## config.mk

```make
export PLATFORM = sky130hd
export DESIGN_NAME = lqm_ctrl
export DESIGN_NICKNAME = d
export VERILOG_FILES = /design/src/design/lqm_pkg.sv /design/src/design/lqm_ctrl.sv
export SDC_FILE = /design/constraint.sdc
export NUM_CORES = 1
export LEC_CHECK = 0
export BUFFER_PORTS_ARGS = -buffer_cell sky130_fd_sc_hd__buf_2
export CORE_MARGIN = 1.5
export CORE_UTILIZATION = 32
export DETAILED_ROUTE_END_ITERATION = 8
export PLACE_DENSITY = 0.58
export SLEW_MARGIN = 20
export SYNTH_ARGS = -nofsm -noshare
export SYNTH_HDL_FRONTEND = slang
export SYNTH_SLANG_ARGS = --single-unit
```

## constraint.sdc

```tcl
create_clock -name clk_i -period 1.95 [get_ports clk_i]
set_input_delay 0.0975 -clock clk_i [delete_from_list [all_inputs] [get_ports clk_i]]
set_output_delay 0.0975 -clock clk_i [all_outputs]
set_load 0.1 [all_outputs]
```

## src/design/lqm_pkg.sv

```systemverilog
// ----------------------------------------------------------------------------
// lqm_pkg
// Shared types and constants for the link quality monitor.
// ----------------------------------------------------------------------------
`timescale 1ns / 1ps
`default_nettype none

package lqm_pkg;

  localparam int unsigned RTT_W  = 24;
  localparam int unsigned LOSS_W = 14;
  localparam int unsigned CNT_W  = 32;
  localparam int unsigned CFG_IDX_W  = 4;
  localparam int unsigned CFG_DATA_W = 24;

  localparam logic [CFG_IDX_W-1:0] CFG_LOSS_EXC = 4'd0;
  localparam logic [CFG_IDX_W-1:0] CFG_LOSS_GD  = 4'd1;
  localparam logic [CFG_IDX_W-1:0] CFG_LOSS_FR  = 4'd2;
  localparam logic [CFG_IDX_W-1:0] CFG_RTT_EXC  = 4'd3;
  localparam logic [CFG_IDX_W-1:0] CFG_RTT_GD   = 4'd4;
  localparam logic [CFG_IDX_W-1:0] CFG_RTT_FR   = 4'd5;
  localparam logic [CFG_IDX_W-1:0] CFG_JIT_GD   = 4'd6;
  localparam logic [CFG_IDX_W-1:0] CFG_JIT_FR   = 4'd7;

  localparam logic [1:0] MODE_SENT = 2'd0;
  localparam logic [1:0] MODE_RECV = 2'd1;
  localparam logic [1:0] MODE_RTT  = 2'd2;

  typedef enum logic [1:0] {
    DIV_RATE,
    DIV_MEAN,
    DIV_VAR
  } div_sel_e;

  typedef struct packed {
    logic     accept;
    logic     div_start;
    div_sel_e div_sel;
    logic     scan_clr;
    logic     scan_pass2;
    logic     scan_step;
    logic     sqrt_start;
    logic     out_load;
  } lqm_cmd_t;

  typedef struct packed {
    logic div_busy;
    logic sqrt_busy;
    logic scan_last;
    logic fill_ge2;
  } lqm_sts_t;

endpackage

`default_nettype wire

```

## src/design/lqm_ctrl.sv

```systemverilog
// ----------------------------------------------------------------------------
// lqm_ctrl
// Sequencer: counter update, loss divide; with two or more samples, two
// window scans, mean and variance divides and square root; result load.
// ----------------------------------------------------------------------------
`timescale 1ns / 1ps
`default_nettype none

module lqm_ctrl (
  input  wire logic              clk_i,
  input  wire logic              rst_ni,
  input  wire logic              in_valid_i,
  output      logic              in_ready_o,
  output      logic              out_valid_o,
  input  wire logic              out_ready_i,
  input  wire lqm_pkg::lqm_sts_t sts_i,
  output      lqm_pkg::lqm_cmd_t cmd_o
);

  localparam logic [3:0] S_IDLE   = 4'd0;
  localparam logic [3:0] S_RATE   = 4'd1;
  localparam logic [3:0] S_RATE_W = 4'd2;
  localparam logic [3:0] S_SCAN1  = 4'd3;
  localparam logic [3:0] S_DRAIN1 = 4'd4;
  localparam logic [3:0] S_MEAN   = 4'd5;
  localparam logic [3:0] S_MEAN_W = 4'd6;
  localparam logic [3:0] S_SCAN2  = 4'd7;
  localparam logic [3:0] S_DRAIN2 = 4'd8;
  localparam logic [3:0] S_VAR    = 4'd9;
  localparam logic [3:0] S_VAR_W  = 4'd10;
  localparam logic [3:0] S_SQRT   = 4'd11;
  localparam logic [3:0] S_SQRT_W = 4'd12;
  localparam logic [3:0] S_OUT    = 4'd13;

  logic [3:0] state_q, state_d;
  logic [1:0] drain_q, drain_d;
  logic       out_valid_q, out_valid_d;

  always_comb begin
    state_d = state_q;
    drain_d = drain_q;
    cmd_o   = '0;
    cmd_o.div_sel = lqm_pkg::DIV_RATE;
    in_ready_o = 1'b0;
    unique case (state_q)
      S_IDLE: begin
        in_ready_o   = 1'b1;
        cmd_o.accept = in_valid_i;
        if (in_valid_i) state_d = S_RATE;
      end
      S_RATE: begin
        cmd_o.div_start = 1'b1;
        cmd_o.div_sel   = lqm_pkg::DIV_RATE;
        state_d = S_RATE_W;
      end
      S_RATE_W: begin
        if (!sts_i.div_busy) begin
          if (sts_i.fill_ge2) begin
            cmd_o.scan_clr = 1'b1;
            state_d = S_SCAN1;
          end else begin
            state_d = S_OUT;
          end
        end
      end
      S_SCAN1: begin
        cmd_o.scan_step = 1'b1;
        drain_d = '0;
        if (sts_i.scan_last) state_d = S_DRAIN1;
      end
      S_DRAIN1: begin
        drain_d = drain_q + 2'd1;
        if (drain_q == 2'd2) state_d = S_MEAN;
      end
      S_MEAN: begin
        cmd_o.div_start = 1'b1;
        cmd_o.div_sel   = lqm_pkg::DIV_MEAN;
        state_d = S_MEAN_W;
      end
      S_MEAN_W: begin
        if (!sts_i.div_busy) begin
          cmd_o.scan_clr   = 1'b1;
          cmd_o.scan_pass2 = 1'b1;
          state_d = S_SCAN2;
        end
      end
      S_SCAN2: begin
        cmd_o.scan_step = 1'b1;
        drain_d = '0;
        if (sts_i.scan_last) state_d = S_DRAIN2;
      end
      S_DRAIN2: begin
        drain_d = drain_q + 2'd1;
        if (drain_q == 2'd2) state_d = S_VAR;
      end
      S_VAR: begin
        cmd_o.div_start = 1'b1;
        cmd_o.div_sel   = lqm_pkg::DIV_VAR;
        state_d = S_VAR_W;
      end
      S_VAR_W: begin
        if (!sts_i.div_busy) state_d = S_SQRT;
      end
      S_SQRT: begin
        cmd_o.sqrt_start = 1'b1;
        state_d = S_SQRT_W;
      end
      S_SQRT_W: begin
        if (!sts_i.sqrt_busy) state_d = S_OUT;
      end
      S_OUT: begin
        if (!out_valid_q || out_ready_i) begin
          cmd_o.out_load = 1'b1;
          state_d = S_IDLE;
        end
      end
      default: state_d = S_IDLE;
    endcase
  end

  always_comb begin
    out_valid_d = out_valid_q;
    if (cmd_o.out_load) out_valid_d = 1'b1;
    else if (out_ready_i) out_valid_d = 1'b0;
  end

  always_ff @(posedge clk_i or negedge rst_ni) begin
    if (!rst_ni) begin
      state_q     <= S_IDLE;
      drain_q     <= '0;
      out_valid_q <= 1'b0;
    end else begin
      state_q     <= state_d;
      drain_q     <= drain_d;
      out_valid_q <= out_valid_d;
    end
  end

  assign out_valid_o = out_valid_q;

  a_load_free: assert property (@(posedge clk_i) disable iff (!rst_ni)
    cmd_o.out_load |-> (!out_valid_q || out_ready_i))
    else $error("result overwritten while pending");

  a_one_unit: assert property (@(posedge clk_i) disable iff (!rst_ni)
    $onehot0({cmd_o.div_start, cmd_o.sqrt_start, cmd_o.scan_step, cmd_o.accept}))
    else $error("more than one unit started");

  a_idle_quiet: assert property (@(posedge clk_i) disable iff (!rst_ni)
    (state_q == S_IDLE) |-> (!sts_i.div_busy && !sts_i.sqrt_busy))
    else $error("unit busy while idle");

  a_load_result: assert property (@(posedge clk_i) disable iff (!rst_ni)
    cmd_o.out_load |=> out_valid_q)
    else $error("loaded result not presented");

endmodule

`default_nettype wire

```

==> summary.md, run 1 <==
The number of sinks on the clock net was 7. The Yosys step of the flow raised 0 warnings. The commonest non-fill, non-tap cell in the layout was nand2b_1. The flow ran to the end, and the final reports show no timing, DRC or antenna violations.

The y dimension of the die was 50.4 µm; the count of fill cells added during filler insertion was 205. The transition time at the pin with the least slew margin came out at 486 ps. The critical path goes through or2b_4 -> nor3_1 -> buf_12. For the post-synthesis net count, the log shows 96. The area growth from synthesis to final layout was 45.6%. The detailed-routing iteration count for the pre-antenna-repair pass is 4, and the I/O pin total is 19. The logs give 1850 ps for the required time at the endpoint of the critical path and 87 for the count of mapped cells out of synthesis.

In the routed layout, each cell is associated on average with a via count of 5.38. By area, the combinational part of the netlist is dominated by simple AND/OR/NAND/NOR gates. The total overflow left after global routing is 0. Once placement completed, the tool counted placed cells totaling 129.

Post-CTS timing repair inserted 0 buffers for setup. The hold violation total from the final report was 0; the post-synthesis cell area was 718 µm². Leaving out fill and tap cells, the most frequent cells in the layout are nand2b_1, buf_2, buf_12.

Once layout is complete, the cells apart from fillers number 134. The number of buffers created by CTS came out at 3. Fmax: 0.547 GHz. The share of synthesized flip-flops with an asynchronous set or reset works out to 100%. Measured along the x axis, the die boundary spans 50.4 µm. The effective utilization at floorplan was 35.2%; the via count of the first global-routing pass was 726. After Yosys synthesis, XOR and XNOR cells account for 0% of the synthesized area.

The final clock period utilization by the worst path was 93.7%. After detailed routing, the average wire length per cell comes to 14.4 µm. The tools report the pin count of the biggest net entering global routing as 16.

After the last flow step, the layout net total stands at 117. The longest clock path from root to sink contains 2 buffers. The critical-path maximum fanout is 13. After synthesis the netlist holds a flip-flop and latch count of 7. The logs give 1730 ps for the critical path arrival and 67.8% for the remaining max-slew budget at the tightest pin.

The fraction of layout instances using a drive strength above 1 came out at 43.0%. For the global-route wire length before repair, the log shows 3220 µm. Summing the areas of all compound-gate instances in the mapped netlist gives 27.7% of the synthesized area. The tools report the number of H-tree levels as 1. For this run, the leading register cell type out of synthesis is dfrtp_1. The proportion of synthesized area in mux cells is 2.09%. Setup violations remaining at the end of the flow were counted as 0.

The final layout contains routed wiring with a total length of 1930 µm. The category of the most critical setup path is reg2out. For the share of the core filled with cells, the log shows 51.2%. The min-delay analysis places its worst path in the category in2async.

After synthesis, flip-flops and latches occupy 24.4% of the total area. The core region is 2040 µm². Of the total synthesized cell area, the portion taken by full adders, half adders and majority gates is 3.14%. The run gives 39 as the number of distinct library cell variants in the gate-level netlist after synthesis.

The logs give 0 for the number of antenna diodes and 0 for the count of nets left with antenna violations after detail routing. Global routing used 16.5% of the available tracks across all layers. The clock arrives with 5.99 ps of skew. The detailed router placed 721 vias in this run. The placed wire-length estimate after detailed placement came out at 1470 µm.

The logs give 16 for the number of rows in the core area and 0 for the number of antenna violations at the first check in global routing. TritonCTS built the clock tree. In this run the tool buffered the top-level ports with 18 buffer cells. The synthesized design contains 0 enable-type register cells.

Max-cap violations in this run came to 0. For the clock latency on the worst-skew pair, the log shows 250 ps. The area of all sequential standard cells is 178 µm². The total DRC errors in the routed layout was 0; the max-slew violation total from the final report was 0.

On the worst path, the slowest cell contributes a delay of 520 ps. Average cell area after synthesis: 8.26 µm². The multi-input combinational cells in the finished layout cover a total of 528 µm². Setup repair after global routing left no endpoint under its margin.

The worst path in the final design needs a cycle of 1830 ps, including I/O delays and setup. For the final weighted congestion in routability-driven placement, the log shows 0.753. The clock transition at the registers of the reported paths is 60 ps, and the floorplan die area is 2540 µm². Critical path endpoint category: a primary output. The initial detailed-routing violation count came out at 15. The startpoint type of the worst setup path was a register. For this design, the slowest cell found on the critical path is dfrtp_2. The simple-gate area share of the yosys netlist works out to 33.8%.

Clock tree synthesis selected as its root buffer the cell clkbuf_4.
-- critical path: cells and delay by family (launching register included) --
kind / cells / cell delay [ps]
flops: 1 / 520
buf+inv: 1 / 230
simple gates: 2 / 730
-- synthesized netlist by cell type (all sizes together) (2+ instances only) --
library cell	number	area [µm²]
dfrtp	7	175
o21a	2	15.0
nand2b	10	62.6
buf	7	48.8
inv	2	7.51
o22ai	3	18.8
nor3	3	15.0
nor4	2	18.8
o311ai	2	17.5
a221oi	2	23.8
a21boi	2	18.8
a211oi	4	40.0
a21oi	3	15.0
o21ai	2	10.0
nand2	8	32.5
or3	2	12.5
nor2	12	61.3
-- per-stage QoR --
step	setup slack (ps)	TNS, ps	cell area (µm²)	hold WS (ps)
4_1_cts	61.1	0	1040	200
2_1_floorplan	-406	-651	781	-198
5_1_grt	81.6	0	1050	232
6_report	123	0	1050	205
3_3_place_gp	299	0	1010	-62.7
3_5_place_dp	265	0	1010	-60.7
-- final cells by class --
cell class | count | share of cell area (%)
flip-flops and latches | 7 | 17.0
well taps | 27 | 3.23
multi-input cells | 70 | 50.5
clock buffers | 4 | 2.51
repair buffers | 24 | 26.1
inverters | 2 | 0.718
-- cell families after synthesis --
| group | Yosys count |
|---|---|
| fa+ha+maj | 2 |
| compound gates | 25 |
| simple gates | 42 |
| buf+inv | 10 |
| mux | 1 |
| flops | 7 |
-- what timing repair did --
action / in CTS / in global routing
gates cloned: 0 / 0
resized for setup: 1 / 1
endpoints found under the hold margin: 7 / 0
setup endpoints to repair: 1 / 1
hold buffers: 1 / 0
-- flip-flops by register name (all words and copies together) (netlist names) --
register     count
out_valid_o      1
state_q          4
drain_q          2
-- final timing paths --
check / slack [ps] / end / startpoint / depth (start not counted)
worst min-delay path: 200 / state_q[2]$_DFFE_PN0P_ / rst_ni / 2
max in group asynchronous: 1580 / state_q[0]$_DFFE_PN0P_ / rst_ni / 2
worst max register to register: 320 / state_q[0]$_DFFE_PN0P_ / state_q[3]$_DFFE_PN0P_ / 4
min in group clk_i: 300 / state_q[3]$_DFFE_PN0P_ / sts_i[1] / 5
worst min register to register: 590 / drain_q[0]$_DFFE_PN0P_ / drain_q[0]$_DFFE_PN0P_ / 2
worst max-delay path: 120 / cmd_o[0] / state_q[0]$_DFFE_PN0P_ / 3
-- per-layer routing --
metal  GRT usage (%)  vias up  routed length, µm
li1                -      353                  -
met1            19.3      332                803
met2            30.0       34               1010
met3            4.76        2                101
met4            2.70        0                 21
met5               0        -                  0
Power of run 1 is not shown: default switching activity piles up to over one toggle a cycle in this logic, so the estimate is an artifact.
==> run 2: changes to the inputs <==
- ABC_AREA: default -> 1
- PLACE_DENSITY: 0.58 -> 0.59
==> run 2 against run 1 <==
  * Register-to-register slack improved by 260 ps
  * Fmax increased by 2.5%
  * Via count is 17% lower
  * Non-clock buffer count down 5
  * Synthesized cell count is 1.1% higher
  * Count of clock-buffer cells in the layout unchanged
  * Worst hold slack better by 3.9 ps
  * Global-route usage fell by 2.6 points
  * Critical path depth is 2 higher
  * Routed wire length fell by 34%
  * Die area fell by 15%
  * Highest routed layer is now met3
==> summary.md, run 2 <==
The tools report the number of nets in the layout as 120. The max capacitance violation total came out at 0. The floorplan die width came out at 46.4 µm. The slowest stage of the critical path is the dfrtp_1 cell. The number of sinks on the clock net is 7. TritonCTS built the clock tree. The tools report the startpoint type of the worst setup path as a register.

Commonest non-fill, non-tap cell in the layout: buf_2. The number of buffer and inverter instances along the worst setup path is 2, and the via count of the first global-routing pass is 527. Counting the buffers created by CTS gives 3. Traced cell by cell, the critical path runs through inv_1 -> nor2_2 -> nand3_1 -> a21oi_2 -> buf_2.

For this run, the register share of the synthesized area comes to 29.1%. The top cell types in the final layout, fill and taps aside, are buf_2, nand2_1, inv_1, nand3_1, nor2_1. The routed design could run at a clock period as short as 1780 ps. The number of rows in the core area was 15; the average vias per placed instance was 4.44. The run gives 600 as the routed via count. The register-to-register path setup slack was 580 ps. The count of nets left with antenna violations after detail routing is 0. At the end of routability-driven placement, the weighted congestion stood at 0.780. The most used standard cell by instance count after synthesis is nand2_1.

The final clock period utilization by the worst path was 91.4%. The finished cells cover 771 µm². The run gives 22.5% as the global routing usage on met2. Data on the critical path arrives at its endpoint at 1690 ps. The hold violation total from the final report was 0; the number of gates given a new drive strength after cts was 0. For the required time at the endpoint of the critical path, the log shows 1850 ps. Of the cells placed in the final design, the portion with a size suffix greater than 1 is 39.1%. The initial utilization of the core area, before any placement, comes to 34.5%. The critical-path maximum fanout works out to 6. Input and output buffers added on the ports amount to 18.

The tools report the count of mapped cells out of synthesis as 88. The critical path is of the reg2out type. After synthesis, the most frequently instantiated cells are nand2_1, nor2_1, inv_1, nand3_1, dfrtp_1. Setup repair after global routing left no endpoint under its margin. The clock reaches the later pin of the worst-skew pair after 240 ps.

In the routed design, unresolved DRC markers number 0. CTS placed an instance of clkbuf_4 at the clock tree root. 0 antenna diodes ended up in the layout.

The remaining global-route overflow was 0. The area growth from synthesis to final layout came out at 28.1%. Counting flops with an async set or reset pin after synthesis yields a share of 100%. For met3 alone, demand over resource in global routing was 5.88%.

The synthesized design spends more area on one cell type than any other, namely dfrtp_1. The number of setup violations in the final report was 0; the max-slew violation total from the final report was 0. For this run, the detailed router's first-pass iteration total came to 4. Critical path endpoint category: a primary output. The number of antenna violations at the first check in global routing is 0. Among cell families on the critical path, the largest total delay comes from buffers and inverters.

The wire-length estimate of the detail-placed layout is 1080 µm. The global routing's busiest layer is met2. On the worst path, the slowest cell contributes a delay of 440 ps. The deepest clock path buffer count is 2. The average instance in the mapped netlist occupies 6.84 µm².

Register ranked first by flip-flop count: state_q. Among all flip-flop cells after synthesis, the most frequent one is dfrtp_1. In this run, distinct cell masters in the synthesized netlist total 21. In the global route stage, overall resource usage came out at 13.9%. Timing would allow up to 0.561 GHz. The transition time at the pin with the least slew margin was 486 ps.

The tools report the reg-to-reg critical path endpoint as state_q[0]$_DFFE_PN0P_. In this run the count of I/O pins placed on the die edge is 19. The flip-flop count of the largest register, all copies and words added is 4, and the worst clock skew on the final layout is 2.60 ps. The min-delay analysis places its worst path in the category in2async.

The number of synthesized flops with an enable pin was 0; the number of H-tree levels was 1. The worst pin sits at a relative slew slack of 67.8%. The Yosys step of the flow raised 0 warnings. The logs give 1270 µm for the overall routed net length and 8 for the pin count of the biggest net entering global routing. The cell area that synthesis handed to floorplanning was 602 µm². The run finished with clean final reports.

Counting every net in the synthesized netlist gives 97. Startpoint of the most critical register-to-register path: state_q[3]$_DFFE_PN0P_. In this run the cell area measured after placement is 734 µm². Measured in cells, the most critical reg-to-reg path has a length of 8. For the floorplan die area, the log shows 2150 µm². Counting the fill cells in the layout gives 203. The share of synthesized area in the top cell type comes to 29.1%. Clock transition at the registers of the reported paths: 50 ps. Global routing consumed, on the met1 layer, 17.5% of the routing resources.

In the post-synthesis netlist, the biggest area contributors are dfrtp_1, nand3_1, nand2_1. The initial detailed-routing violation count was 10; the register bit count reported by yosys was 7. Y dimension of the die: 46.4 µm. The first global-routing pass estimated 2080 µm of wire. The wire length per cell after detailed routing is 9.41 µm, and the area inside the core boundary is 1750 µm².
[run 2: cell families (layout without fill, tap and decap cells)]
kind of cell	after synthesis	in the layout	synth area share (%)
multiplexers	1	1	1.66
AND/OR/NAND/NOR	59	59	52.8
buffers and inverters	15	37	9.98
adder cells (fa/ha/maj)	1	1	2.08
flip-flops	7	7	29.1
AO/OA/AOI/OAI	5	5	4.37
[run 2: repair_timing]
| action | CTS | global route |
|---|---|---|
| buffers inserted | 0 | 0 |
| hold buffers | 1 | 0 |
| endpoints found under the hold margin | 7 | 0 |
[run 2: how the worst max path moves through the flow]
stage	from	cells after the start	end	slack [ps]
floorplan	state_q[0]$_DFFE_PN0P_	4	cmd_o[5]	-80
global placement	state_q[1]$_DFFE_PN0P_	5	cmd_o[4]	470
detailed placement	state_q[1]$_DFFE_PN0P_	5	cmd_o[4]	420
CTS	state_q[1]$_DFFE_PN0P_	5	cmd_o[4]	160
global route	state_q[1]$_DFFE_PN0P_	5	cmd_o[4]	30
finish	state_q[1]$_DFFE_PN0P_	5	cmd_o[4]	170
[run 2: layer usage]
metal	wire length, µm	vias up	share of wire [%]
li1	-	320	-
met1	624	267	49
met2	585	13	46
met3	61	0	4.8
met4	0	0	0
met5	0	-	0
[run 2: through the flow]
| step | setup WS, ps | util, % | TNS, ps | cells | hold slack, ps |
|---|---|---|---|---|---|
| 2_1_floorplan | -83.8 | - | -168 | 88 | -198 |
| 3_3_place_gp | 466 | 42.1 | 0 | 130 | -61.6 |
| 3_5_place_dp | 417 | 42.1 | 0 | 130 | -60.7 |
| 4_1_cts | 159 | 44.2 | 0 | 135 | 204 |
| 5_1_grt | 30.6 | 44.2 | 0 | 135 | 217 |
| 6_report | 167 | 44.2 | 0 | 135 | 209 |
[run 2: area by class of cell]
class	count	area (µm²)	area share [%]
multi-input combinational	66	385	50.0
sequential	7	175	22.7
timing repair buffer	19	100	13.0
tap	25	31.3	4.06
clock buffer	4	26.3	3.41
inverter	14	52.6	6.82
Power of run 2 is left out for the same reason.
