[src/design/lqm_pkg.sv]
// ----------------------------------------------------------------------------
// lqm_pkg
// Shared types and constants for the link quality monitor.
// ----------------------------------------------------------------------------
`timescale 1ns / 1ps
`default_nettype none

package lqm_pkg;

  localparam int unsigned RTT_W  = 24;
  localparam int unsigned LOSS_W = 14;
  localparam int unsigned CNT_W  = 32;
  localparam int unsigned CFG_IDX_W  = 4;
  localparam int unsigned CFG_DATA_W = 24;

  localparam logic [CFG_IDX_W-1:0] CFG_LOSS_EXC = 4'd0;
  localparam logic [CFG_IDX_W-1:0] CFG_LOSS_GD  = 4'd1;
  localparam logic [CFG_IDX_W-1:0] CFG_LOSS_FR  = 4'd2;
  localparam logic [CFG_IDX_W-1:0] CFG_RTT_EXC  = 4'd3;
  localparam logic [CFG_IDX_W-1:0] CFG_RTT_GD   = 4'd4;
  localparam logic [CFG_IDX_W-1:0] CFG_RTT_FR   = 4'd5;
  localparam logic [CFG_IDX_W-1:0] CFG_JIT_GD   = 4'd6;
  localparam logic [CFG_IDX_W-1:0] CFG_JIT_FR   = 4'd7;

  localparam logic [1:0] MODE_SENT = 2'd0;
  localparam logic [1:0] MODE_RECV = 2'd1;
  localparam logic [1:0] MODE_RTT  = 2'd2;

  typedef enum logic [1:0] {
    DIV_RATE,
    DIV_MEAN,
    DIV_VAR
  } div_sel_e;

  typedef struct packed {
    logic     accept;
    logic     div_start;
    div_sel_e div_sel;
    logic     scan_clr;
    logic     scan_pass2;
    logic     scan_step;
    logic     sqrt_start;
    logic     out_load;
  } lqm_cmd_t;

  typedef struct packed {
    logic div_busy;
    logic sqrt_busy;
    logic scan_last;
    logic fill_ge2;
  } lqm_sts_t;

endpackage

`default_nettype wire

[src/design/lqm_dp.sv]
// ----------------------------------------------------------------------------
// lqm_dp
// Datapath: counters, sample window memory, scan pipeline, shared
// restoring divider, integer square root, grading and result registers.
// ----------------------------------------------------------------------------
`timescale 1ns / 1ps
`default_nettype none

module lqm_dp #(
  parameter int unsigned WINDOW              = 64,
  parameter int unsigned JITTER_EXCELLENT_US = 2000
) (
  input  wire logic                                 clk_i,
  input  wire logic                                 rst_ni,
  input  wire lqm_pkg::lqm_cmd_t                    cmd_i,
  output      lqm_pkg::lqm_sts_t                    sts_o,
  input  wire logic [1:0]                           mode_i,
  input  wire logic [lqm_pkg::RTT_W-1:0]            rtt_sample_i,
  input  wire logic                                 cfg_we_i,
  input  wire logic [lqm_pkg::CFG_IDX_W-1:0]        cfg_idx_i,
  input  wire logic [lqm_pkg::CFG_DATA_W-1:0]       cfg_data_i,
  output      logic [1:0]                           quality_o,
  output      logic [lqm_pkg::LOSS_W-1:0]           loss_rate_o,
  output      logic [lqm_pkg::CNT_W-1:0]            lost_count_o,
  output      logic [lqm_pkg::RTT_W-1:0]            mean_rtt_o,
  output      logic [lqm_pkg::RTT_W-1:0]            min_rtt_o,
  output      logic [lqm_pkg::RTT_W-1:0]            max_rtt_o,
  output      logic [lqm_pkg::RTT_W-1:0]            jitter_o
);

  localparam int unsigned RW     = lqm_pkg::RTT_W;
  localparam int unsigned LW     = lqm_pkg::LOSS_W;
  localparam int unsigned CW     = lqm_pkg::CNT_W;
  localparam int unsigned AW     = (WINDOW > 1) ? $clog2(WINDOW) : 1;
  localparam int unsigned FW     = $clog2(WINDOW + 1);
  localparam int unsigned SUM_W  = RW + FW;
  localparam int unsigned SQ_W   = 2 * RW + FW;
  localparam int unsigned NW     = 2 * RW + FW;
  localparam int unsigned DCW    = $clog2(NW + 1);
  localparam int unsigned VW     = 2 * RW;
  localparam logic [CW-1:0] CNT_MAX = '1;
  localparam logic [LW-1:0] LOSS_SCALE = 14'd10000;

  // configuration
  logic [LW-1:0] loss_exc_q, loss_gd_q, loss_fr_q;
  logic [RW-1:0] rtt_exc_q, rtt_gd_q, rtt_fr_q, jit_gd_q, jit_fr_q;

  always_ff @(posedge clk_i or negedge rst_ni) begin
    if (!rst_ni) begin
      loss_exc_q <= 14'd100;
      loss_gd_q  <= 14'd300;
      loss_fr_q  <= 14'd1000;
      rtt_exc_q  <= 24'd20000;
      rtt_gd_q   <= 24'd50000;
      rtt_fr_q   <= 24'd100000;
      jit_gd_q   <= 24'd5000;
      jit_fr_q   <= 24'd10000;
    end else if (cfg_we_i) begin
      unique case (cfg_idx_i)
        lqm_pkg::CFG_LOSS_EXC: loss_exc_q <= cfg_data_i[LW-1:0];
        lqm_pkg::CFG_LOSS_GD:  loss_gd_q  <= cfg_data_i[LW-1:0];
        lqm_pkg::CFG_LOSS_FR:  loss_fr_q  <= cfg_data_i[LW-1:0];
        lqm_pkg::CFG_RTT_EXC:  rtt_exc_q  <= cfg_data_i;
        lqm_pkg::CFG_RTT_GD:   rtt_gd_q   <= cfg_data_i;
        lqm_pkg::CFG_RTT_FR:   rtt_fr_q   <= cfg_data_i;
        lqm_pkg::CFG_JIT_GD:   jit_gd_q   <= cfg_data_i;
        lqm_pkg::CFG_JIT_FR:   jit_fr_q   <= cfg_data_i;
        default: ;
      endcase
    end
  end

  // counters and window
  logic [CW-1:0] sent_q, recv_q;
  logic [AW-1:0] head_q;
  logic [FW-1:0] fill_q;
  logic [RW-1:0] mem [WINDOW];
  logic [AW-1:0] idx_q;
  logic [RW-1:0] rd_q;

  always_ff @(posedge clk_i or negedge rst_ni) begin
    if (!rst_ni) begin
      sent_q <= '0;
      recv_q <= '0;
      head_q <= '0;
      fill_q <= '0;
    end else if (cmd_i.accept) begin
      case (mode_i)
        lqm_pkg::MODE_SENT: if (sent_q != CNT_MAX) sent_q <= sent_q + CW'(1);
        lqm_pkg::MODE_RECV: if (recv_q != CNT_MAX) recv_q <= recv_q + CW'(1);
        lqm_pkg::MODE_RTT: begin
          head_q <= (head_q == AW'(WINDOW - 1)) ? '0 : head_q + AW'(1);
          if (fill_q != FW'(WINDOW)) fill_q <= fill_q + FW'(1);
        end
        default: ;
      endcase
    end
  end

  always_ff @(posedge clk_i) begin
    if (cmd_i.accept && mode_i == lqm_pkg::MODE_RTT) mem[head_q] <= rtt_sample_i;
    if (cmd_i.scan_step) rd_q <= mem[idx_q];
  end

  // scan pipeline
  logic          pass2_q, v1_q, v2_q, v3_q;
  logic [SUM_W-1:0] sum_q;
  logic [RW-1:0] min_q, max_q, d_q, mean_q;
  logic [VW-1:0] prod_q;
  logic [SQ_W-1:0] sq_q;

  always_ff @(posedge clk_i or negedge rst_ni) begin
    if (!rst_ni) begin
      idx_q   <= '0;
      pass2_q <= 1'b0;
      v1_q    <= 1'b0;
      v2_q    <= 1'b0;
      v3_q    <= 1'b0;
    end else begin
      if (cmd_i.scan_clr) begin
        idx_q   <= '0;
        pass2_q <= cmd_i.scan_pass2;
      end else if (cmd_i.scan_step) begin
        idx_q <= idx_q + AW'(1);
      end
      v1_q <= cmd_i.scan_step;
      v2_q <= v1_q && pass2_q;
      v3_q <= v2_q;
    end
  end

  always_ff @(posedge clk_i) begin
    if (cmd_i.scan_clr) begin
      if (!cmd_i.scan_pass2) begin
        sum_q <= '0;
        min_q <= '1;
        max_q <= '0;
      end else begin
        sq_q <= '0;
      end
    end else begin
      if (v1_q && !pass2_q) begin
        sum_q <= sum_q + SUM_W'(rd_q);
        if (rd_q < min_q) min_q <= rd_q;
        if (rd_q > max_q) max_q <= rd_q;
      end
      if (v3_q) sq_q <= sq_q + SQ_W'(prod_q);
    end
    if (v1_q && pass2_q) d_q <= (rd_q > mean_q) ? rd_q - mean_q : mean_q - rd_q;
    if (v2_q) prod_q <= VW'(d_q) * VW'(d_q);
  end

  // shared restoring divider
  logic            div_busy_q;
  logic [DCW-1:0]  div_cnt_q;
  lqm_pkg::div_sel_e div_sel_q;
  logic [NW-1:0]   num_q;
  logic [CW-1:0]   den_q, rem_q, lost_q;
  logic [LW-1:0]   rate_q;
  logic [VW-1:0]   var_q;
  logic [CW:0]     div_r;
  logic            div_ge;
  logic [CW-1:0]   lost_c;
  logic [NW-1:0]   num_c;
  logic [NW-1:0]   quot_c;

  assign lost_c = (sent_q > recv_q) ? sent_q - recv_q : '0;
  assign div_r  = {rem_q, num_q[NW-1]};
  assign div_ge = div_r >= {1'b0, den_q};
  assign quot_c = {num_q[NW-2:0], div_ge};

  always_comb begin
    case (cmd_i.div_sel)
      lqm_pkg::DIV_RATE: num_c = NW'(lost_c * LOSS_SCALE);
      lqm_pkg::DIV_MEAN: num_c = NW'(sum_q);
      lqm_pkg::DIV_VAR:  num_c = NW'(sq_q);
      default:           num_c = '0;
    endcase
  end

  always_ff @(posedge clk_i or negedge rst_ni) begin
    if (!rst_ni) begin
      div_busy_q <= 1'b0;
      div_cnt_q  <= '0;
    end else if (cmd_i.div_start) begin
      div_busy_q <= 1'b1;
      div_cnt_q  <= DCW'(NW);
    end else if (div_busy_q) begin
      div_cnt_q <= div_cnt_q - DCW'(1);
      if (div_cnt_q == DCW'(1)) div_busy_q <= 1'b0;
    end
  end

  always_ff @(posedge clk_i) begin
    if (cmd_i.div_start) begin
      div_sel_q <= cmd_i.div_sel;
      num_q     <= num_c;
      rem_q     <= '0;
      den_q     <= (cmd_i.div_sel == lqm_pkg::DIV_RATE) ? sent_q : CW'(fill_q);
      if (cmd_i.div_sel == lqm_pkg::DIV_RATE) lost_q <= lost_c;
    end else if (div_busy_q) begin
      num_q <= quot_c;
      rem_q <= div_ge ? CW'(div_r - {1'b0, den_q}) : CW'(div_r);
      if (div_cnt_q == DCW'(1)) begin
        case (div_sel_q)
          lqm_pkg::DIV_RATE: rate_q <= (den_q == '0) ? '0 : quot_c[LW-1:0];
          lqm_pkg::DIV_MEAN: mean_q <= quot_c[RW-1:0];
          lqm_pkg::DIV_VAR:  var_q  <= quot_c[VW-1:0];
          default: ;
        endcase
      end
    end
  end

  // integer square root, two bits a step
  logic            sqrt_busy_q;
  logic [4:0]      sqrt_cnt_q;
  logic [VW-1:0]   sv_q;
  logic [RW+1:0]   srem_q;
  logic [RW-1:0]   root_q;
  logic [RW+3:0]   s_r, s_t;
  logic            s_ge;

  assign s_r  = {srem_q, sv_q[VW-1:VW-2]};
  assign s_t  = {2'b00, root_q, 2'b01};
  assign s_ge = s_r >= s_t;

  always_ff @(posedge clk_i or negedge rst_ni) begin
    if (!rst_ni) begin
      sqrt_busy_q <= 1'b0;
      sqrt_cnt_q  <= '0;
    end else if (cmd_i.sqrt_start) begin
      sqrt_busy_q <= 1'b1;
      sqrt_cnt_q  <= 5'(RW);
    end else if (sqrt_busy_q) begin
      sqrt_cnt_q <= sqrt_cnt_q - 5'd1;
      if (sqrt_cnt_q == 5'd1) sqrt_busy_q <= 1'b0;
    end
  end

  always_ff @(posedge clk_i) begin
    if (cmd_i.sqrt_start) begin
      sv_q   <= var_q;
      srem_q <= '0;
      root_q <= '0;
    end else if (sqrt_busy_q) begin
      sv_q   <= {sv_q[VW-3:0], 2'b00};
      srem_q <= s_ge ? (RW+2)'(s_r - s_t) : (RW+2)'(s_r);
      root_q <= {root_q[RW-2:0], s_ge};
    end
  end

  // grading and result registers
  function automatic logic [1:0] grade(input logic [RW-1:0] v, input logic [RW-1:0] l1,
                                       input logic [RW-1:0] l2, input logic [RW-1:0] l3);
    logic [1:0] g;
    if (v > l3)      g = 2'd3;
    else if (v > l2) g = 2'd2;
    else if (v > l1) g = 2'd1;
    else             g = 2'd0;
    return g;
  endfunction

  logic          ge2;
  logic [RW-1:0] mean_c, jit_c;
  logic [1:0]    g_loss, g_rtt, g_jit, q_c;

  assign ge2    = fill_q >= FW'(2);
  assign mean_c = ge2 ? mean_q : '0;
  assign jit_c  = ge2 ? root_q : '0;
  assign g_loss = grade(RW'(rate_q), RW'(loss_exc_q), RW'(loss_gd_q), RW'(loss_fr_q));
  assign g_rtt  = grade(mean_c, rtt_exc_q, rtt_gd_q, rtt_fr_q);
  assign g_jit  = grade(jit_c, RW'(JITTER_EXCELLENT_US), jit_gd_q, jit_fr_q);

  always_comb begin
    q_c = g_loss;
    if (g_rtt > q_c) q_c = g_rtt;
    if (g_jit > q_c) q_c = g_jit;
  end

  always_ff @(posedge clk_i) begin
    if (cmd_i.out_load) begin
      quality_o    <= q_c;
      loss_rate_o  <= rate_q;
      lost_count_o <= lost_q;
      mean_rtt_o   <= mean_c;
      min_rtt_o    <= ge2 ? min_q : '0;
      max_rtt_o    <= ge2 ? max_q : '0;
      jitter_o     <= jit_c;
    end
  end

  assign sts_o.div_busy  = div_busy_q;
  assign sts_o.sqrt_busy = sqrt_busy_q;
  assign sts_o.scan_last = (FW'(idx_q) == fill_q - FW'(1));
  assign sts_o.fill_ge2  = ge2;

endmodule

`default_nettype wire

[config.mk]
export PLATFORM = sky130hd
export DESIGN_NAME = lqm_dp
export DESIGN_NICKNAME = d
export VERILOG_FILES = /design/src/design/lqm_pkg.sv /design/src/design/lqm_dp.sv
export SDC_FILE = /design/constraint.sdc
export NUM_CORES = 2
export LEC_CHECK = 0
export BUFFER_PORTS_ARGS = -buffer_cell sky130_fd_sc_hd__buf_4
export CAP_MARGIN = 20
export CORE_ASPECT_RATIO = 1.1
export CORE_MARGIN = 10
export CORE_UTILIZATION = 65
export DETAILED_ROUTE_END_ITERATION = 7
export PLACE_DENSITY = 0.82
export REMOVE_ABC_BUFFERS = 1
export SYNTH_ARGS = -nofsm -noshare
export SYNTH_HDL_FRONTEND = slang
export SYNTH_SLANG_ARGS = --single-unit
[constraint.sdc]
create_clock -name clk_i -period 19.78 [get_ports clk_i]
set_input_delay 0 -clock clk_i [delete_from_list [all_inputs] [get_ports clk_i]]
set_output_delay 0 -clock clk_i [all_outputs]
set_load 0.02 [all_outputs]
==> flow_metrics.env <==
export IMPL_finalSetupViolations=0
export IMPL_rows=173
export IMPL_min_period_ps=8838
export IMPL_die_area_mm2=0.2221
export IMPL_cp_end_kind="flip-flop"
export IMPL_hold_viol_final=0
export IMPL_crit_start="sent_q[0]"
export IMPL_synthSimpleGateAreaFrac_pct=6.582
export IMPL_met1_usage_pct=40.23
export IMPL_clock_sinks=2508
export IMPL_drc=0
export IMPL_clock_skew_ps=80.88
export IMPL_hold_class="input port to flip-flop"
export IMPL_grt_pass1_vias=86649
export IMPL_clk_pin_slew_ps=70
export IMPL_synth_fa_ha_area_share_pct=14.60
export IMPL_slowest_delay_ps=500
export IMPL_dr_pass1_iters=6
export IMPL_synthMuxAreaShare_pct=10.11
export IMPL_cp_start_kind="flip-flop"
export IMPL_first_iter_violations=8829
export IMPL_dpl_hpwl_um=242000
export IMPL_grtUsageMet2_pct=57.48
export IMPL_mostFrequentLayoutCell="edfxtp_1"
export IMPL_cp_max_fo=39
export IMPL_fmaxAchievable_mhz=113.2
export IMPL_cts_tree="done"
export IMPL_h_tree_depth=4
export IMPL_min_period_over_period_pct=44.68
export IMPL_routabilityCongestion=0.9491
export IMPL_drive_above_1_share_pct=15.15
export IMPL_slew_headroom_pct=23.22
export IMPL_ant_nets=0
export IMPL_crit_top_cell="inv_1"
export IMPL_ys_warn_count=0
export IMPL_netlist_instances=9490
export IMPL_synthDistinctLibCells=106
export IMPL_cp_arrival_ps=9490
export IMPL_design_core_area_mm2=0.2024
export IMPL_synthesis_area_mm2=0.1324
export IMPL_die_y_um=493.3
export IMPL_synth_compound_area_share_pct=6.945
export IMPL_grt_max_degree=161
export IMPL_avgSynthCellArea_um2=13.95
export IMPL_vias_per_cell=6.516
export IMPL_critPathRequiredTime_ps=20430
export IMPL_final_cell_mix="edfxtp_1, inv_1, ha_1"
export IMPL_ys_seq_elements=2508
export IMPL_ys_flop_type="edfxtp_1"
export IMPL_worst_slew_pin_slew_ps=1152
export IMPL_use_met3_pct=5.981
export IMPL_vias=82991
export IMPL_finalMaxSlewViolations=0
export IMPL_area_growth_pct=10.47
export IMPL_io_pins=214
export IMPL_synth_enable_flop_cells=2164
export IMPL_fin_cells=12736
export IMPL_rr_endpoint="num_q[41]"
export IMPL_antenna_found_initial=16
export IMPL_reg2reg_depth=33
export IMPL_drv_cap=0
export IMPL_crit_path_top_delay_cell="fa_1"
export IMPL_whs_ps=93.65
export IMPL_reg2reg_from="sent_q[0]"
export IMPL_cts_root_buf="clkbuf_16"
export IMPL_cts_buffers=235
export IMPL_start_util_pct=65.40
export IMPL_tns_ps=0
export IMPL_fin_nets=11117
export IMPL_rsz0062_at_grt="no"
export IMPL_status="complete, no violations"
export IMPL_grt_usage_pct=34.33
export IMPL_path_class="flip-flop to flip-flop"
export IMPL_postLayoutCoreUtil_pct=72.25
export IMPL_r2r_slack_ps=10940
export IMPL_synth_xor_area_share_pct=2.171
export IMPL_busiest_layer="met2"
export IMPL_insertion_delay_ps=920
export IMPL_wire_per_inst_um=29.95
export IMPL_synthArstFlopShare_pct=10.45
export IMPL_clockBufferDepth=3
export IMPL_overflow=0
export IMPL_endpoint="num_q[41]"
export IMPL_synth_top_family_by_area="adder cells"
export IMPL_grt_pass1_wl_um=565300
export IMPL_dp_cells=12174
export IMPL_wirelength_um=381500
export IMPL_die_width_um=450.2
export IMPL_ys_seq_area_share_pct=55.33
export IMPL_portBuffers=213
timing repair:
item                                    CTS  global route
gates resized for setup                   0             0
hold buffers                            108             0
setup buffers                             0             0
endpoints found under the hold margin  2183             0
cell families after synthesis:
logic type               Yosys count
XOR/XNOR                         328
AND/OR/NAND/NOR                 1794
AO/OA/AOI/OAI                   1450
buffers and inverters           1482
adder cells (fa/ha/maj)         1238
multiplexers                     690
flip-flops                      2508
synth_stat cells (17+ instances only):
cell type / instances / area share, %
or2_2: 19 / 0.090
a31oi_1: 27 / 0.13
or3_1: 22 / 0.10
nor3_1: 74 / 0.28
nor2_1: 492 / 1.4
dfrtp_1: 222 / 4.2
mux2i_1: 57 / 0.43
xor2_1: 126 / 0.83
a211oi_1: 69 / 0.39
nand3_1: 103 / 0.39
o211ai_1: 31 / 0.18
and2_1: 204 / 0.96
nand2b_1: 52 / 0.25
nor2b_1: 81 / 0.38
buf_2: 20 / 0.076
dfxtp_1: 82 / 1.2
nand4_1: 105 / 0.50
nand2_1: 486 / 1.4
mux4_2: 504 / 8.6
and4_1: 17 / 0.11
fa_1: 510 / 7.7
o21ai_0: 299 / 1.1
and3_1: 56 / 0.26
mux2_2: 126 / 1.1
o21a_1: 64 / 0.36
a21o_1: 211 / 1.2
buf_1: 55 / 0.16
xnor2_1: 202 / 1.3
clkbuf_1: 277 / 0.79
o21bai_1: 42 / 0.24
ha_1: 728 / 6.9
a21oi_1: 493 / 1.9
dfstp_2: 40 / 0.79
nor4_1: 27 / 0.13
o31ai_1: 18 / 0.10
edfxtp_1: 2164 / 49
inv_1: 1114 / 3.2
layer usage:
layer  routed length (µm)  part of all wire, %
met1               127400                   33
met2               187600                   49
met3                32710                  8.6
met4                33670                  8.8
met5                   87                0.023
registers in the layout, summed over array words and instances (netlist names), 26 cells and up:
| name | count |
|---|---|
| mem | 1536 |
| rem_q | 32 |
| var_q | 48 |
| sq_q | 55 |
| sent_q | 32 |
| num_q | 55 |
| sv_q | 48 |
| lost_count_o | 32 |
| den_q | 32 |
| lost_q | 32 |
| sum_q | 31 |
| srem_q | 26 |
| recv_q | 32 |
| prod_q | 47 |
layout make-up:
| class | instances | area (µm²) |
|---|---|---|
| Fill cell | 12436 | 56170 |
| Antenna cell | 5 | 12.51 |
| Clock buffer | 300 | 6329 |
| Tap cell | 2712 | 3393 |
| Inverter | 1115 | 4185 |
| Timing Repair Buffer | 453 | 3836 |
| Multi-Input combinational cell | 5500 | 53760 |
| Clock inverter | 143 | 1453 |
| Sequential cell | 2508 | 73250 |
how the worst min path moves through the flow:
stage | from | end | slack, ps | cells past startpoint
after CTS | cfg_data_i[12] | loss_exc_q[12] | 7 | 3
after detailed placement | rst_ni | jit_fr_q[16] | 80 | 1
final | cfg_data_i[12] | loss_gd_q[12] | 90 | 3
after floorplan | rst_ni | div_busy_q | -300 | 0
after global placement | rst_ni | jit_fr_q[19] | 80 | 1
after global routing | cfg_data_i[12] | loss_gd_q[12] | 60 | 3
stage by stage:
step / area, µm² / setup WS (ps)
after floorplan: 130900 / 3380
after CTS: 146100 / 10990
after global placement: 137200 / 11080
final: 146200 / 10940
after detailed placement: 137200 / 10960
after global routing: 146200 / 10340
critical path: cells and delay by family, from the launching register on:
family / cells / cell delay [ps]
AOI/OAI and AO/OA: 16 / 4120
xor gates and xnor gates: 1 / 150
adders and majority gates: 8 / 2930
buffers and inverters: 6 / 580
DFF: 1 / 400
and+or+nand+nor: 2 / 430
Power is not shown: default switching activity piles up to over one toggle a cycle in this logic, so the estimate is an artifact.
